### config.mk
export PLATFORM = sky130hd
export DESIGN_NAME = mbc_bstep
export DESIGN_NICKNAME = d
export VERILOG_FILES = /design/src/mbc_pkg.sv /design/src/mbc_bstep.sv
export SDC_FILE = /design/constraint.sdc
export NUM_CORES = 1
export LEC_CHECK = 0
export CAP_MARGIN = 20
export CORE_MARGIN = 5
export CORE_UTILIZATION = 35
export DETAILED_ROUTE_END_ITERATION = 8
export DONT_BUFFER_PORTS = 1
export PLACE_DENSITY_LB_ADDON = 0.25
export SLEW_MARGIN = 40
export SYNTH_ARGS = -nofsm -noshare
export SYNTH_HDL_FRONTEND = slang
export SYNTH_SLANG_ARGS = --single-unit
### constraint.sdc
create_clock -name vclk -period 6.1
set_input_delay 0.61 -clock vclk [all_inputs]
set_output_delay 0.61 -clock vclk [all_outputs]
set_load 0.05 [all_outputs]
### src/mbc_pkg.sv
package mbc_pkg;

  localparam logic [2:0] FUNC_MUL   = 3'd0;
  localparam logic [2:0] FUNC_MLA   = 3'd1;
  localparam logic [2:0] FUNC_UMULL = 3'd2;
  localparam logic [2:0] FUNC_UMLAL = 3'd3;
  localparam logic [2:0] FUNC_SMULL = 3'd4;
  localparam logic [2:0] FUNC_SMLAL = 3'd5;

  localparam logic [31:0] HI_CARRY_BIT = 32'h2000_0000;
  localparam logic [31:0] HI_ACC_BIAS  = 32'h0800_0000;
  localparam logic [31:0] HI_A2_BIT    = 32'h1000_0000;
  localparam logic [31:0] HI_A1_BIT    = 32'h4000_0000;
  localparam logic [31:0] HI_A1_SUM    = 32'h2000_0000;
  localparam logic [31:0] HI_A0_BIT    = 32'h4000_0000;

  localparam int NUM_STEPS = 12;

  typedef struct packed {
    logic [2:0]  func;
    logic [31:0] multiplicand;
    logic [31:0] multiplier;
    logic [31:0] acc_low;
    logic [31:0] acc_high;
    logic        set_flags;
  } in_word_t;

  typedef struct packed {
    logic [31:0] result_low;
    logic [31:0] result_high;
    logic        flags_valid;
    logic        neg_flag;
    logic        zero_flag;
    logic        carry_flag;
    logic [3:0]  cycle_count;
  } out_word_t;

  typedef struct packed {
    logic [31:0] sum;
    logic [31:0] cur;
    logic [31:0] carry;
  } bs_t;

  typedef struct packed {
    logic        is_long;
    logic        setf;
    logic [31:0] rm;
    logic [31:0] rs;
    logic [31:0] acc_l;
    logic [31:0] acc_h;
    logic [31:0] pll;
    logic [31:0] plh;
    logic [31:0] phl;
    logic [31:0] phh;
    logic [31:0] corr;
    logic [32:0] mid;
    logic [63:0] prod;
    logic [63:0] res;
    bs_t         bs;
    logic        sgn;
    logic        c4;
    logic        c8;
    logic        hi_c;
    logic        full;
    logic [3:0]  cyc;
  } pipe_t;

  // radix-4 digit of window {b(n+1), b(n), b(n-1)} times md, weighted 2^n
  function automatic logic [31:0] booth_add(input logic [31:0] md, input logic [2:0] win,
                                            input int n);
    logic [31:0] v;
    case (win)
      3'b001, 3'b010: v = md;
      3'b011:         v = md << 1;
      3'b100:         v = 32'd0 - (md << 1);
      3'b101, 3'b110: v = 32'd0 - md;
      default:        v = 32'd0;
    endcase
    return v << n;
  endfunction

endpackage

### src/mbc_bstep.sv
module mbc_bstep (
  input  mbc_pkg::bs_t  st,
  input  logic [31:0]   add,
  output mbc_pkg::bs_t  nx
);
  import mbc_pkg::*;

  logic [31:0] sum_next;

  assign sum_next = st.sum + add;
  assign nx.sum   = sum_next;
  assign nx.cur   = st.cur ^ st.carry ^ add;
  assign nx.carry = sum_next - (st.cur ^ st.carry ^ add);

endmodule

==> impl_results.md, run 1 <==
* Status: completed
* Max cap viols at 0
* Initial antenna violation count at 0
* Area of the die at 13600 um2
* Row Count at 39
* Net Sw Frac at 67.5%
* Slowest-stage cell, CP: fa_1
* Die height at 117 um
* Syn_area_per_cell at 7.33 um2
* Overall Power at approximately 2200 uW
* Leakage at 0.00220 uW
* RD Place Congestion at about 0.85
* Routed length per instance at between 15 and 20 um
* Synth top area cells: ha_1 (19%), xnor2_1 (18%), xor2_1 (9.9%), a21oi_1 (5.0%), a21o_1 (4.5%)
* Largest net degree at the start of global routing at 12
* Vias in the first global route at 4069
* Endpoints failing hold at 0
* Fin area at ~4800 um2
* Crit-path max cell delay at 420 ps
* Routed vias at about 4.1k
* Comb power frac at 100.0%
* Startpoint Class: primary input
* Initial Util at about a third
* Fmax at between 0.15 and 0.2 GHz
* Required time of the critical path at about 5500 ps
* CP arrival at roughly 5200 ps
* Syn-to-layout area delta at 20.5%
* Ordered cell list for the critical path: ha_1 -> inv_1 -> fa_1 -> nor2b_2 -> o2111ai_2 -> a211oi_2 -> o31a_1 -> a31oi_1 -> xnor2_2 -> ha_1 -> a31o_2 -> a211oi_1 -> o221ai_1 -> o221a_2 -> o221a_2 -> nor3_2 -> o31ai_1 -> a21oi_1 -> xnor2_1 -> buf_12
* Top Ports at between 200 and 250
* Final WL at about 13000 um
* Kind of critical path: primary input to output pin
* Final worst path period need at just under 6000 ps
* Slew Limit Headroom at roughly 53%
* Hold_ws at 1410 ps
* Reg area at 0 um2
* Syn_nets at 733
* Post-synth top cells: xnor2_1 (83), ha_1 (60), inv_1 (45), xor2_1 (45), nor2_1 (43)
* P_sw at between 1000 and 1500 uW
* Vias per cell at between 5 and 6
* Setup tns final at 0 ps
* Total Nets Final at approximately 790
* Gr usage total at about 17%
* # diodes at 0
* Pins Over Slew Limit at 0
* Die Span X at approximately 120 um
* Worst-path fanout max at 5
* RSZ-0062 raised after global routing: false
* Fin crit share at between 90% and 100%
* Post-synthesis cell area at roughly 4000 um2
* VDD IR max at roughly 380 uV
* Core area at 11300 um2
* Hold depth at 1
* CTS Hold Bufs at 0
* HPWL after DPL at about 12000 um
* Ratio of cells with drive above 1 in the final layout at ~18%
* Slew at the pin closest to its max-slew limit at 701 ps
* Crit. End Element: output pin
* Drt drc at 0
* Power Dens Cells at approximately 460 nW/um2
* Cell count after synthesis at around 540
* First-pass GRT wire length at a little under 20000 um
* Total gr overflow at 0
* Clk network pwr share at 0%
* Area leader, netlist: ha_1
* Sequential fraction of the synthesis area at 0%
* Initial DRC Count at approximately 160
* Number of port buffers at 0
* Synth cell types at between 50 and 60
* Fill cell count at between 1k and 1.5k
* Post-route ant nets at 0
* Post-synth top area share at a little under a fifth
* Warning count from the yosys run at 0
* Share of power burned in registers at 0%
* Int Pwr at slightly above 700 uW
* Seq_cells at 0
* Most frequent cell after synthesis: xnor2_1
* Min-Delay Path Class: primary input to output pin
* DR pass1 iterations at 4
* Final setup fails at 0
* Cell area after placement at 4730 um2
* Clock buf count at 0
[logic make-up (layout without fill, tap and decap cells)]
family | after synthesis | in the layout | synth area share [%]
xor gates and xnor gates | 130 | 130 | 29.1
and+or+nand+nor | 136 | 136 | 16.6
AOI/OAI and AO/OA | 162 | 162 | 29.0
buffers and inverters | 52 | 102 | 5.06
adders and majority gates | 62 | 62 | 19.9
muxes | 1 | 1 | 0.252
[power by group through the flow]
stage / clock network, uW / logic (uW) / registers (uW)
4_1_cts: 0 / 2180 / 0
3_3_place_gp: 0 / 2120 / 0
5_1_grt: 0 / 2310 / 0
3_5_place_dp: 0 / 2170 / 0
2_1_floorplan: 0 / 1610 / 0
6_report: 0 / 2180 / 0
[metal layers]
metal / track usage, % / up-vias / share of wire (%) / routed length [um]
met5: 0 / - / 0 / 0
li1: - / 2062 / - / -
met2: 32.4 / 152 / 50 / 6380
met1: 21.0 / 1902 / 42 / 5320
met3: 3.01 / 4 / 8.1 / 1040
met4: 1.22 / 0 / 0.51 / 65
[area by class of cell]
class | count | area, um2 | area share [%]
timing repair buffer | 57 | 490 | 10.2
multi-input combinational | 491 | 3960 | 82.5
inverter | 45 | 169 | 3.52
tap | 143 | 179 | 3.73
[layout by cell type, fill, tap and decap left out, types with 4 or more instances in the layout]
| master | instances |
|---|---|
| and2_1 | 5 |
| buf_12 | 5 |
| o31ai_1 | 6 |
| nand2_1 | 30 |
| xnor2_2 | 11 |
| nor2_1 | 40 |
| xor2_1 | 41 |
| a31oi_1 | 7 |
| xor2_2 | 5 |
| nor3_1 | 8 |
| a21o_1 | 24 |
| or3_1 | 4 |
| xnor2_1 | 72 |
| o211ai_1 | 8 |
| inv_1 | 45 |
| buf_4 | 52 |
| a21oi_2 | 4 |
| nand3_1 | 10 |
| and4_1 | 4 |
| a211oi_1 | 8 |
| nand2b_1 | 6 |
| o21a_1 | 12 |
| a21oi_1 | 36 |
| ha_1 | 58 |
| o21ai_0 | 14 |
| o21bai_1 | 4 |
| nand4_1 | 8 |
| or2_2 | 5 |
[worst max-delay path, delay by kind of cell]
family                     cells  cell delay, ps
xor gates and xnor gates       2             380
AOI/OAI and AO/OA             11            2610
adders and majority gates      3             950
buffers and inverters          2             240
and+or+nand+nor                2             380
[per-stage QoR]
| stage | utilization (%) | setup slack (ps) | instances |
|---|---|---|---|
| after detailed placement | 42.0 | 97.4 | 734 |
| after CTS | 42.0 | 70.5 | 734 |
| after global placement | 41.2 | 214 | 734 |
| final | 42.5 | 323 | 736 |
| after floorplan | - | 4.94 | 543 |
| after global routing | 42.5 | 4.56 | 736 |
[repair_timing]
| item | 4_1_cts | 5_1_grt |
|---|---|---|
| endpoints found under the setup margin | 0 | 5 |
| buffers inserted | 0 | 2 |
| resized for setup | 0 | 13 |
[worst paths after layout]
check	startpoint	to	slack, ps
worst max-delay path	st[64]	nx[30]	320
worst min-delay path	add[31]	nx[63]	1410
No activity file was read; power rests on OpenSTA's default activity.
==> run 2: changes to the inputs <==
==> constraint.sdc (replaced) <==
create_clock -name vclk -period 5.9
set_input_delay 0.59 -clock vclk [all_inputs]
set_output_delay 0.59 -clock vclk [all_outputs]
set_load 0.02 [all_outputs]
==> impl_results.md, run 2 (same netlist as run 1, synthesis figures left out) <==
* Final WL at 12400 um (-3.3%)
* Vias per cell at 5.62 (+0.44%)
* Post-route ant nets at 0 (unchanged)
* Total gr overflow at 0 (unchanged)
* Slew Limit Headroom at 53.7% (+0.66 points)
* Area of the die at 13600 um2 (unchanged)
* Endpoints failing hold at 0 (unchanged)
* Gr usage total at 16.4% (-0.73 points)
* Row Count at 39 (unchanged)
* Startpoint Class: primary input
* Pins Over Slew Limit at 0 (unchanged)
* Final setup fails at 0 (unchanged)
* Die Span X at 117 um (unchanged)
* Reg area at 0 um2 (unchanged)
* Slew at the pin closest to its max-slew limit at 692 ps (-9.55 ps)
* Seq_cells at 0 (unchanged)
* Initial Util at 35.3% (unchanged)
* Fill cell count at 1205 (+3.0%)
* Ratio of cells with drive above 1 in the final layout at 10.2% (-7.5 points)
* DR pass1 iterations at 4 (unchanged)
* Vias in the first global route at 3870 (-4.9%)
* Overall Power at 1400 uW (-36%)
* Core area at 11300 um2 (unchanged)
* Leakage at 0.00200 uW (-9.2%)
* Largest net degree at the start of global routing at 12 (unchanged)
* Clock buf count at 0 (unchanged)
* Most frequent cells in the layout: xnor2_1 (82), ha_1 (60), inv_1 (45), xor2_1 (45), nor2_1 (43)
* RD Place Congestion at 0.879 (+3.0%)
* Fmax at approximately 0.18 GHz
* Setup tns final at 0 ps (unchanged)
* Top Ports at 224 (unchanged)
* CP arrival at 5020 ps (-150 ps)
* Crit. End Element: output pin
* Initial DRC Count at 187 (+14%)
* Footprint of the multi-input gates at 3820 um2 (-3.5%)
* VDD IR max at 168 uV (-56%)
* Worst-path fanout max at 6 (+1)
* First-pass GRT wire length at 18500 um (-4.7%)
* RSZ-0062 raised after global routing: false
* Syn-to-layout area delta at 10.9%
* # diodes at 0 (unchanged)
* Status: completed
* Number of port buffers at 0 (unchanged)
* Most common cell after layout, fill and taps aside: xnor2_1
* Routed length per instance at 17.4 um (about the same)
* Routed vias at 4003 (-2.8%)
* Total Nets Final at 761 (-3.1%)
* Initial antenna violation count at 0 (unchanged)
* Min-Delay Path Class: primary input to output pin
* Die height at 117 um (unchanged)
* Drt drc at 0 (unchanged)
* Fin crit share at between 90% and 100%
* Kind of critical path: primary input to output pin
* Power Dens Cells at 318 nW/um2 (-30%)
* HPWL after DPL at 11100 um (-3.9%)
* Required time of the critical path at 5310 ps (-180 ps)
* Final worst path period need at roughly 5600 ps
* Max cap viols at 0 (unchanged)
[run 2: cell count changes in the layout (fill, tap and decap cells not counted), sizes merged]
cell  before  now
buf       57   33
[run 2: path summary, 6_finish.rpt]
check,end,depth (start not counted),startpoint
max,nx[31],23,st[64]
min,nx[95],1,add[31]
[run 2: where the power goes]
group / internal [uW] / switching, uW / total [uW]
registers: 0 / 0 / 0
logic: 506 / 896 / 1400
clock network: 0 / 0 / 0
total: 506 / 896 / 1400
[run 2: per-stage QoR]
step                      setup WS [ps]  std cells  utilization (%)  area, um2  hold WS [ps]
after global placement              196        710             38.7       4360          1320
final                               291        712             39.2       4410          1320
after detailed placement           87.1        710             38.7       4360          1320
after floorplan                     366        543                -       3980          1310
after global routing               11.7        712             39.2       4410          1320
after CTS                          74.0        710             38.7       4360          1320
[run 2: worst max-delay path, stage by stage]
cell	delay, ps
ha_1	150
inv_1	60
fa_1	410
nor2b_1	210
o2111ai_2	170
a21oi_1	230
nor2b_1	110
o21ai_0	200
xnor2_1	180
ha_1	330
nand3_1	100
o211ai_1	110
or2_2	280
o22a_1	280
nand4_1	150
a21boi_0	100
a311o_1	400
o2111ai_2	230
a211oi_1	100
o21ai_1	170
o21ai_0	130
xnor2_1	160
buf_4	160
[run 2: per-layer routing]
layer	vias to the layer above	part of all wire [%]	global-route usage, %
met3	10	8.7	3.11
met2	162	49	30.4
met5	-	0	0
met1	1817	41	20.1
li1	2014	-	-
met4	0	1.1	1.99
[run 2: repair_timing]
item / CTS / global route
resized for setup: 0 / 9
hold endpoints to repair: 0 / 0
buffers inserted: 0 / 2
hold buffers: 0 / 0
endpoints found under the setup margin: 0 / 4
[run 2: cell type report]
class                      count  area share (%)
inverter                      45            3.83
tap                          143            4.05
multi-input combinational    491            86.5
timing repair buffer          33            5.61
